$ cat src/rtl/power_energy_monitor_assert.svh
// Assertion macros for the power and energy monitor.
// Included by the top level; uses no other file.
`ifndef POWER_ENERGY_MONITOR_ASSERT_SVH
`define POWER_ENERGY_MONITOR_ASSERT_SVH

// Same-cycle implication, checked on every rising clock edge outside reset.
`define PEM_ASSERT_IMPL(lbl, ante, cons, msg) \
   lbl: assert property (@(posedge clock) disable iff (reset) (ante) |-> (cons)) \
      else $error(msg);

// Next-cycle implication, checked on every rising clock edge outside reset.
`define PEM_ASSERT_NEXT(lbl, ante, cons, msg) \
   lbl: assert property (@(posedge clock) disable iff (reset) (ante) |=> (cons)) \
      else $error(msg);

`endif

$ cat src/rtl/pem_pkg.sv
// Shared types and constants of the power and energy monitor.
// Used by the controller, the datapath and the top level; depends on nothing.
package pem_pkg;

   // Default field widths.
   localparam int SAMPLE_BITS_DEF   = 24;
   localparam int ELAPSED_BITS_DEF  = 16;
   localparam int RES_FRAC_BITS_DEF = 16;

   // Fixed widths of the resistance result and the accumulators.
   localparam int RES_BITS = 32;
   localparam int ACC_BITS = 64;

   // Controller states.
   typedef enum logic [2:0] {
      S_IDLE,
      S_MUL,
      S_PREP,
      S_RUN,
      S_SAT,
      S_APPLY
   } pem_state_type;

   // Commands from the controller to the datapath.
   typedef struct packed {
      logic load;
      logic mul;
      logic prep;
      logic sat;
      logic apply;
   } pem_cmd_type;

   // Status from the datapath to the controller.
   typedef struct packed {
      logic div_busy;
      logic ser_busy;
   } pem_status_type;

endpackage

$ cat src/rtl/pem_ctrl.sv
// Controller state machine of the power and energy monitor.
// Depends on pem_pkg; drives the datapath commands and both handshakes.
module pem_ctrl
   import pem_pkg::*;
(
   input  logic           clock,
   input  logic           reset,
   input  logic           req_tvalid,
   output logic           req_tready,
   output logic           rsp_tvalid,
   input  logic           rsp_tready,
   input  pem_status_type status,
   output pem_cmd_type    cmd
);

   pem_state_type state_ff, state_in;
   logic          rsp_valid_ff, rsp_valid_in;

   // State and result-valid registers.
   always_ff @(posedge clock) begin
      if (reset) begin
         state_ff     <= S_IDLE;
         rsp_valid_ff <= 1'b0;
      end else begin
         state_ff     <= state_in;
         rsp_valid_ff <= rsp_valid_in;
      end
   end

   // Next state and commands.
   always_comb begin
      state_in     = state_ff;
      cmd          = '0;
      req_tready   = 1'b0;
      rsp_valid_in = rsp_valid_ff && !rsp_tready;
      case (state_ff)
         S_IDLE: begin
            req_tready = 1'b1;
            if (req_tvalid) begin
               cmd.load = 1'b1;
               state_in = S_MUL;
            end
         end
         S_MUL: begin
            cmd.mul  = 1'b1;
            state_in = S_PREP;
         end
         S_PREP: begin
            cmd.prep = 1'b1;
            state_in = S_RUN;
         end
         S_RUN: begin
            if (!status.div_busy && !status.ser_busy) begin
               state_in = S_SAT;
            end
         end
         S_SAT: begin
            cmd.sat  = 1'b1;
            state_in = S_APPLY;
         end
         S_APPLY: begin
            // Wait until the previous result has left the output register.
            if (!rsp_valid_ff || rsp_tready) begin
               cmd.apply    = 1'b1;
               rsp_valid_in = 1'b1;
               state_in     = S_IDLE;
            end
         end
         default: begin
            state_in = S_IDLE;
         end
      endcase
   end

   assign rsp_tvalid = rsp_valid_ff;

endmodule

$ cat config.mk
export PLATFORM = sky130hd
export DESIGN_NAME = pem_ctrl
export DESIGN_NICKNAME = d
export VERILOG_FILES = /design/src/rtl/power_energy_monitor_assert.svh /design/src/rtl/pem_pkg.sv /design/src/rtl/pem_ctrl.sv
export SDC_FILE = /design/constraint.sdc
export NUM_CORES = 1
export LEC_CHECK = 0
export BUFFER_PORTS_ARGS = -buffer_cell sky130_fd_sc_hd__buf_2
export CORE_AREA = 2 2 39 41
export CTS_CLUSTER_SIZE = 40
export DETAILED_ROUTE_END_ITERATION = 7
export DIE_AREA = 0 0 41 43
export GPL_TIMING_DRIVEN = 0
export PLACE_DENSITY_LB_ADDON = 0.15
export REMOVE_ABC_BUFFERS = 1
export SETUP_SLACK_MARGIN = 0.05
export SLEW_MARGIN = 20
export SYNTH_ARGS = -nofsm -noshare
export SYNTH_HDL_FRONTEND = slang
export SYNTH_SLANG_ARGS = --single-unit
$ cat constraint.sdc
create_clock -name clock -period 0.95 [get_ports clock]
set_input_delay 0 -clock clock [delete_from_list [all_inputs] [get_ports clock]]
set_output_delay 0 -clock clock [all_outputs]
set_load 0.005 [all_outputs]
Word-level counts from Yosys, hierarchy flattened
Index checks and enable logic that the tools add are counted.
{"block": "word_totals", "input_bits": 6, "wordCells": 33, "out_inout_bits": 7, "reg_bits": 4}
{"block": "op_classes", "muxes": 14, "n_reduce_logical": 9, "n_eq_ne": 8}
{"op": "case mux 3 bit (6 select lines)", "count": 1}
{"op": "2-to-1 mux 1 bit", "count": 10}
{"op": "2-to-1 mux 3 bit", "count": 3}
{"op": "equality test 3 x 2 -> 1 bit (second input constant)", "count": 2}
{"op": "equality test 3 bit (second input constant)", "count": 2}
{"op": "inequality test 2 bit (second input constant)", "count": 3}
{"op": "logical NOT 1 bit", "count": 4}
{"op": "equality test 3 x 1 -> 1 bit (second input constant)", "count": 1}
{"op": "logical NOT 3 bit", "count": 1}
{"op": "AND reduction 3 bit", "count": 1}
{"op": "logical AND 1 bit", "count": 2}
{"op": "logical OR 1 bit", "count": 1}

Depth between registers and ports, before layout
Gate-level depths: netlist of run 1.
{"block": "depth", "depth_word": 4, "ltp_mapped": 4, "mapped_depth_nobuf": 3}

Worst setup path after synthesis of run 1
No wires, ideal clock.
{"block": "synth_path", "path_kind": "register to register", "from": "register state_ff[2]", "to": "register state_ff[0]", "period_less_slack_ns": 0.978, "required_ns": 0.876, "path_buffers": 1, "setup_ns": 0.074, "stages_incl_launch_ff": 4, "arrival_ns": 0.904, "path_slack_ns": -0.028, "path_cell_list": "dfxtp_1 -> buf_6 -> or3b_1 -> a31oi_1"}
{"block": "synth_between", "elab_chain_len": 3, "elab_cells_between_ends": 11, "classes_between": "eq/ne: 8; mux: 1; reduce/logical: 2"}
{"item": "from (decl)", "line_no": "pem_ctrl.sv:16", "text": "pem_state_type state_ff, state_in;"}
{"item": "from (signal assigned)", "line_no": "pem_ctrl.sv:25", "text": "state_ff <= state_in;"}
{"item": "equality test 3 bit, or another cell as far along", "line_no": "pem_ctrl.sv:36", "text": "case (state_ff)"}
{"item": "inequality test 2 bit (no line)"}
{"item": "AND reduction 3 bit (no line)"}
Several ways; a longest one is shown, not always the timed one.
A chain may end at the register's enable or synchronous reset.

Worst setup path in the final report of run 1
Ends and elaborated chain as after synthesis.

==> results of run 1 <==
layout make-up:
cell class | count | area, um2 | area share [%]
Sequential cell | 4 | 91.34 | 20.56
Inverter | 1 | 3.754 | 0.8451
Multi-Input combinational cell | 23 | 180.2 | 40.56
Tap cell | 16 | 20.02 | 4.507
Timing Repair Buffer | 20 | 126.4 | 28.45
Clock buffer | 3 | 22.52 | 5.070
per-stage QoR:
step / cells / setup slack (ns)
6_report: 67 / -0.1018
5_1_grt: 67 / -0.1350
4_1_cts: 64 / -0.1134
3_5_place_dp: 56 / -0.1328
3_3_place_gp: 56 / -0.1606
2_1_floorplan: 28 / -0.03431
power groups by stage:
stage / Clock [mW] / Combinational [mW] / Sequential [mW]
floorplan: 0 / 0.0415 / 0.201
finish: 0.225 / 0.134 / 0.208
CTS: 0.226 / 0.100 / 0.210
global route: 0.243 / 0.146 / 0.211
global placement: 0 / 0.0787 / 0.211
detailed placement: 0 / 0.0784 / 0.209
cell usage after synthesis, drive strengths merged:
cell type and n:
a21oi 3, nand4b 1, or3b 1, a31oi 1
buf 3, nor4 1, dfxtp 4, nor3b 1
nand2 2, nor2b 2, o41ai 1, o21ai 1
inv 1, and2 2, and3 1, nor3 2
nor2 4
cell families after synthesis:
family | Yosys count | synth area share [%]
and+or+nand+nor | 17 | 40.00
AOI/OAI and AO/OA | 6 | 14.74
DFF | 4 | 33.69
buffers and inverters | 4 | 11.58
registers in the layout, indices dropped and copies added (netlist names):
signal	count
state_ff	3
rsp_tvalid	1
path summary, 6_finish.rpt:
check | start | end | slack [ns] | cells past startpoint
worst max-delay path | state_ff[2] | state_ff[0] | -0.10 | 3
worst min-delay path | rsp_tready | state_ff[0] | 0.07 | 4
worst max register to register | state_ff[2] | state_ff[0] | -0.10 | 3
worst min register to register | state_ff[0] | state_ff[0] | 0.52 | 1
what timing repair did:
| item | 4_1_cts | 5_1_grt |
|---|---|---|
| hold buffers | 1 | 0 |
| endpoints found under the hold margin | 3 | 0 |
| gates resized for setup | 14 | 5 |
| setup endpoints to repair | 9 | 9 |
| pin swaps | 5 | 4 |
| buffers inserted | 4 | 3 |
critical path, stage by stage (launching register included):
cell,delay [ns]
dfxtp_4,0.35
buf_6,0.12
or3b_1,0.34
a31oi_1,0.17
metal layers:
| layer | global-route usage [%] | routed length, um | vias to the layer above |
|---|---|---|---|
| li1 | - | - | 152 |
| met1 | 9.003 | 281 | 126 |
| met2 | 12.19 | 380 | 14 |
| met3 | 3.141 | 50 | 3 |
| met4 | 10.00 | 27 | 0 |
| met5 | 0 | 0 | - |
==> metrics.txt, run 1 <==
status=finished with violations; failing checks=negative setup slack; total clock buffers created by CTS=3; worst endpoint required time=1.11 ns; DR pass1 iterations=4; endpoint class of the critical path=register; die area=1763 um2; Sw Share=around 30%; cell row count=14; DRT Wirelength=739 um; Int Pwr=approximately 400 uW; Yosys cell types=19; Post-Syn Area=237.7 um2; synthesis warning total=0; final period demand of the worst path=1.052 ns; Net Sw Power=166.3 uW; I/O pin count=13; CP Launch Type=register; initial antenna violation count=0; power density cells=1278 nW/um2; clk_lat worst skew=0.24 ns; slew margin rel.=82.49%; layout cell share with drive strength beyond 1=about 65%; RSZ-0062 raised after global routing=true; clock share of power=39.7%; drt drc=0; worst path arrival time=1.22 ns; CTS HTree Levels=1; Root Driver=clkbuf_4; top-area cell type share of the netlist area=33.68%; Final Max Tran Viols=0; Gate power share=23.6%; PortBufs=12; number of global-route vias before repair=243; Starting Density=17.18%; Post-Synthesis Cells=31; Die Y=43 um; WS Path Type=reg -> reg; Peak VDD IR=between 0.3 and 0.4 mV; leak pwr=0.1964 nW; Hold Slack=roughly 0.068 ns; clk_skew=slightly above 0.007 ns; worst-path maximum fanout=5; leading area contributor after synthesis=dfxtp_1; Yosys reg bits=4; # setup viols final=6; most common cell after layout, fill and taps aside=buf_2; Routed WL per cell=11.03 um; CTS tree=done; ANT cells=0; fin crit share=110.7%; Tot GR Track Use=8.835%; hold crit path type=in -> reg; Worst Max-Slew Pin Slew=0.2592 ns; Die Width=41 um; Detailed Place HPWL=between 300 and 400 um; most frequent cells in the layout=12 x buf_2, 6 x buf_4, 4 x nor2_1; fin area=444.2 um2; Final Net Count=59; vias after detailed routing=295; # fillers=168; Hold Vio Cnt, Final=0; DRT iter0 DRCs=7; Layout area overhead=86.84%; Antenna Nets Post-Route=0; Flop pwr share=36.7%; deepest clock path buffer count=2; post-synthesis sequential area ratio=33.68%; setup TNS=-0.3814 ns; clk sinks=4; Synth Area per Inst=7.669 um2; Placed Area=294.0 um2; utilization after layout=32.10%; vias per inst=between 4 and 5; Overflow after GRT=0; Core Footprint=1384 um2; setup ws final=-0.1018 ns; max_cap viols=0; f_max=0.9507 GHz; GP Congestion=0.6051; synth top area cells=dfxtp_1 34%, a21oi_1 6.3%, nor2_1 6.3%, and2_1 5.3%, nor2b_1 5.3%; largest net degree at the start of global routing=11; Reg clk slew, reported paths=0.04 ns; Total Power=567.8 uW; first-pass GRT wire length=966 um
No activity file was read; power rests on OpenSTA's default activity.
==> run 2, diff against run 1 <==
--- a/config.mk
+++ b/config.mk
@@ -7,6 +7,7 @@
 export LEC_CHECK = 0
 export BUFFER_PORTS_ARGS = -buffer_cell sky130_fd_sc_hd__buf_2
 export CORE_AREA = 2 2 39 41
+export CTS_BUF_LIST = sky130_fd_sc_hd__clkbuf_16
 export CTS_CLUSTER_SIZE = 40
 export DETAILED_ROUTE_END_ITERATION = 7
 export DIE_AREA = 0 0 41 43
==> run 2 against run 1 <==
Effect of this change:
- the run still ends with negative setup slack left
- sequential power is essentially flat
- first-iteration DRC count shrank 100%
- clock power grew to 2.9 times the previous value
- clock skew shrank 0.0061 ns
- combinational power shrank 20%
- largest power group unchanged
- highest routed layer unchanged
==> metrics.txt, run 2 (synthesized netlist as in run 1, its figures left out) <==
vias per inst=4.297 (-2.4%); initial antenna violation count=0 (unchanged); Tot GR Track Use=8.735% (-0.10 points); DR top layer=met4; f_max=0.9736 GHz (+2.4%); PortBufs=12 (unchanged); layout cell share with drive strength beyond 1=54.17% (-11 points); vias after detailed routing=275 (-6.8%); clk_lat worst skew=0.22 ns (-0.02 ns); I/O pin count=13 (unchanged); fin area=439.2 um2 (-1.1%); Reg clk slew, reported paths=0.03 ns (about the same); Total Power=966.2 uW (+70%); Starting Density=17.18% (unchanged); Reg with most FFs=state_ff; DRT iter0 DRCs=0 (-7); failing checks=negative setup slack; Post-Route M1 WL=310 um (+10%); # setup viols final=5 (-1); Root Driver=clkbuf_16; Die Y=43 um (unchanged); Die Width=41 um (unchanged); ANT cells=0 (unchanged); DR pass1 iterations=1 (-3); Worst Max-Slew Pin Slew=0.2583 ns (-0.0009440 ns); max incr delay on CP=0.38 ns (+0.03 ns); WL met3=46 um (-8.0%); first-pass GRT wire length=938 um (-2.9%); largest net degree at the start of global routing=10 (-1); hold crit path type=in -> reg; Routed WL per cell=10.56 um (-4.2%); Placed Area=294.0 um2 (unchanged); RSZ-0062 raised after global routing=true; DRT Wirelength=676 um (-8.5%); deepest clock path buffer count=2 (unchanged); final period demand of the worst path=1.027 ns (-0.02474 ns); worst-path maximum fanout=9 (+4); CTS HTree Levels=1 (unchanged); Final Net Count=56 (-5.1%); number of global-route vias before repair=230 (-5.3%); clk sinks=4 (unchanged); Final Max Tran Viols=0 (unchanged); status=finished with violations; Layout area overhead=84.74%; drt drc=0 (unchanged); cell row count=14 (unchanged); slew margin rel.=82.56% (about the same); utilization after layout=31.74% (-0.36 points); WP buf/inv=1 (unchanged); CTS tree=done; most common cell after layout, fill and taps aside=buf_2; max FFs per register=3 (unchanged); CP Launch Type=register; worst endpoint required time=0.95 ns (-0.16 ns); Multi-input gate area=151.4 um2 (-16%); setup ws final=-0.07709 ns (+0.02474 ns); dpl ws=-0.1328 ns (unchanged); fin crit share=108.1% (-2.6 points); Worst path slowest cell=dfxtp_4; endpoint class of the critical path=output pin; clk_skew=0.0009788 ns (-0.006068 ns); max_cap viols=0 (unchanged); worst path arrival time=1.03 ns (-0.19 ns); die area=1763 um2 (unchanged); total clock buffers created by CTS=3 (unchanged); WS Path Type=reg -> out; area occupied by registers=91.34 um2 (unchanged); CP cell instances=nor2b_4 > nand2_1 > nor2_1 > buf_2; Peak VDD IR=0.5650 mV (+62%); Hold Vio Cnt, Final=0 (unchanged); power density cells=2200 nW/um2 (+72%); Detailed Place HPWL=390.8 um (unchanged); Core Footprint=1384 um2 (unchanged); leak pwr=0.2013 nW (+2.5%); met2 WL post-DR=303 um (-20%); # fillers=162 (-3.6%); Overflow after GRT=0 (unchanged); most frequent cells in the layout=13 x buf_2, 4 x nor2_1; Antenna Nets Post-Route=0 (unchanged); GP Congestion=0.6051 (unchanged); crit-path leading delay family=flip-flops
run 2: worst min-delay path: cells and delay by family:
family,cells,cell delay (ns)
AOI/OAI and AO/OA,1,0.08
and+or+nand+nor,2,0.11
buffers and inverters,1,0.08
run 2: path summary, 6_finish.rpt:
| kind | from | to | slack (ns) | cells past startpoint |
|---|---|---|---|---|
| max reg2reg | state_ff[1] | state_ff[0] | -0.04 | 2 |
| min | rsp_tready | state_ff[0] | 0.09 | 4 |
| min reg2reg | state_ff[0] | state_ff[2] | 0.55 | 2 |
| max | state_ff[2] | cmd[0] | -0.08 | 4 |
run 2: what timing repair did:
action | 4_1_cts | 5_1_grt
endpoints found under the setup margin | 9 | 9
hold buffers | 1 | 0
gates resized for setup | 11 | 1
pin swaps | 3 | 1
setup buffers | 3 | 1
hold endpoints to repair | 3 | 0
cloned | 0 | 0
run 2: per-layer routing:
layer	global-route usage [%]	up-vias
met3	3.141	2
met2	10.94	12
met1	9.968	118
met5	0	-
met4	10.00	0
li1	-	143
run 2: through the flow:
stage	setup TNS, ns	std cells	hold WS (ns)
2_1_floorplan	-0.03431	28	0.06907
3_3_place_gp	-0.5352	56	0.2389
3_5_place_dp	-0.4332	56	0.2289
4_1_cts	-0.2585	63	0.08398
5_1_grt	-0.5768	64	0.1167
6_report	-0.2347	64	0.09369
run 2: power breakdown:
group	total (mW)	internal, mW	switching, mW
Combinational	0.107	0.0613	0.0461
Clock	0.654	0.538	0.117
Sequential	0.205	0.181	0.0240
Total	0.966	0.779	0.187
run 2: area by class of cell:
cell class	instances	area share [%]
Clock buffer	3	17.09
Inverter	1	0.8547
Multi-Input combinational cell	23	34.47
Sequential cell	4	20.80
Tap cell	16	4.558
Timing Repair Buffer	17	22.22
==> run 3, diff against run 2 <==
--- a/config.mk
+++ b/config.mk
@@ -7,7 +7,7 @@
 export LEC_CHECK = 0
 export BUFFER_PORTS_ARGS = -buffer_cell sky130_fd_sc_hd__buf_2
 export CORE_AREA = 2 2 39 41
-export CTS_BUF_LIST = sky130_fd_sc_hd__clkbuf_16
+export CTS_BUF_LIST = sky130_fd_sc_hd__clkbuf_8
 export CTS_CLUSTER_SIZE = 40
 export DETAILED_ROUTE_END_ITERATION = 7
 export DIE_AREA = 0 0 41 43
==> run 3 against run 2 <==
Effect of this change:
- die area is the same
- clock skew grew 0.0021 ns
- via count grew 6.2%
- final area grew 8.5%
- utilization grew 2.7 points
- sequential share of layout area shrank 1.6 points
- final cell count grew 4.7%
- total power shrank 25%
- combinational power grew 35%
- clock power shrank 44%
- the flow still finishes with violations (negative setup slack)
- maximum frequency shrank 2.3%
==> metrics.txt, run 3 (synthesized netlist as in run 1, its figures left out) <==
Reg with most FFs=state_ff; power density cells=1513 nW/um2 (-31%); PortBufs=12 (unchanged); worst path arrival time=1.19 ns (+0.16 ns); CTS tree=done; worst endpoint required time=1.09 ns (+0.14 ns); clk_skew=0.003030 ns (+0.002052 ns); I/O pin count=13 (unchanged); Final Net Count=59 (+5.4%); DRT Wirelength=757 um (+12%); deepest clock path buffer count=2 (unchanged); most frequent cells in the layout=11 x buf_2, 4 x nor2_1, 4 x buf_6, 4 x buf_4; Final Max Tran Viols=0 (unchanged); Root Driver=clkbuf_8; Reg clk slew, reported paths=0.03 ns (about the same); status=finished with violations; Antenna Nets Post-Route=0 (unchanged); GP Congestion=0.6051 (unchanged); failing checks=negative setup slack; layout cell share with drive strength beyond 1=66.67% (+13 points); ANT cells=0 (unchanged); Peak VDD IR=0.4532 mV (-20%); clk sinks=4 (unchanged); Detailed Place HPWL=390.8 um (unchanged); # setup viols final=6 (+1); Hold Slack=0.08047 ns (-0.01322 ns); largest net degree at the start of global routing=10 (unchanged); fin crit share=110.7% (+2.6 points); slew margin rel.=82.80% (+0.24 points); first-pass GRT wire length=959 um (+2.2%); max FFs per register=3 (unchanged); number of global-route vias before repair=237 (+3.0%); worst-path maximum fanout=5 (-4); Worst Max-Slew Pin Slew=0.2547 ns (-0.003578 ns); CTS HTree Levels=1 (unchanged); clk_lat worst skew=0.22 ns (about the same); # fillers=162 (unchanged); DRT iter0 DRCs=5 (+5); f_max=0.9509 GHz (-2.3%); total clock buffers created by CTS=3 (unchanged); most common cell after layout, fill and taps aside=buf_2; final period demand of the worst path=1.052 ns (+0.02454 ns); Routed WL per cell=11.30 um (+7.0%); CP Launch Type=register; endpoint class of the critical path=register; vias after detailed routing=292 (+6.2%); Starting Density=17.18% (unchanged); WS Path Type=reg -> reg; RSZ-0062 raised after global routing=true; hold crit path type=in -> reg; drt drc=0 (unchanged); Core Footprint=1384 um2 (unchanged); Die Width=41 um (unchanged); setup TNS=-0.3001 ns (-0.06545 ns); Die Y=43 um (unchanged); initial antenna violation count=0 (unchanged); Overflow after GRT=0 (unchanged); die area=1763 um2 (unchanged); setup ws final=-0.1016 ns (-0.02454 ns); cell row count=14 (unchanged); DR pass1 iterations=4 (+3); Hold Vio Cnt, Final=0 (unchanged); leak pwr=0.2092 nW (+3.9%); Layout area overhead=100.5%; max_cap viols=0 (unchanged); vias per inst=4.358 (+1.4%); Tot GR Track Use=8.936% (+0.20 points)
## run 3: cell count changes in the layout (fill, tap and decap cells not counted), moves of 2 or more
| cell | previous run | this run |
|---|---|---|
| clkbuf_16 | 3 | 0 |
| clkbuf_8 | 0 | 3 |
| buf_6 | 0 | 4 |
| buf_2 | 13 | 11 |
## run 3: cell type report
| cell class | instances | area [um2] | area share (%) |
|---|---|---|---|
| tap | 16 | 20.02 | 4.199 |
| multi-input combinational | 23 | 177.7 | 37.27 |
| inverter | 1 | 6.256 | 1.312 |
| clock buffer | 3 | 41.29 | 8.661 |
| timing repair buffer | 20 | 140.1 | 29.40 |
| sequential | 4 | 91.34 | 19.16 |
## run 3: per-stage QoR
step | std cells | power, mW | area (um2) | util, % | setup slack (ns)
2_1_floorplan | 28 | 0.2429 | 214.0 | - | -0.03431
3_3_place_gp | 56 | 0.2898 | 294.0 | 21.25 | -0.1606
3_5_place_dp | 56 | 0.2873 | 294.0 | 21.25 | -0.1328
4_1_cts | 63 | 0.6761 | 391.6 | 28.30 | -0.08381
5_1_grt | 67 | 0.7562 | 476.7 | 34.45 | -0.1313
6_report | 67 | 0.7212 | 476.7 | 34.45 | -0.1016
## run 3: routing by layer
layer | vias to the layer above | routed length [um] | global-route usage (%)
met5 | - | 0 | 0
met4 | 0 | 15 | 10.00
met3 | 2 | 59 | 3.141
met2 | 15 | 392 | 11.88
met1 | 125 | 289 | 9.646
li1 | 150 | - | -
## run 3: final timing paths
path                            cells after the start  slack [ns]         from           to
worst max-delay path                                3       -0.10  state_ff[2]  state_ff[0]
worst min-delay path                                4        0.08   rsp_tready  state_ff[0]
worst max register to register                      3       -0.10  state_ff[2]  state_ff[0]
worst min register to register                      2        0.57  state_ff[2]  state_ff[1]
## run 3: timing repair
action	4_1_cts	5_1_grt
resized for setup	11	15
setup buffers	3	4
endpoints found under the setup margin	9	9
hold buffers	1	0
pin swaps	3	7
hold endpoints to repair	1	0
## run 3: power by group
part           switching, mW  internal (mW)
Sequential            0.0306          0.181
Combinational         0.0578         0.0865
Clock                 0.0949          0.271
Total                  0.183          0.538
## run 3: critical path, stage by stage (launching register included)
cell,delay [ns]
dfxtp_4,0.35
buf_6,0.12
or3b_1,0.34
a31oi_1,0.17
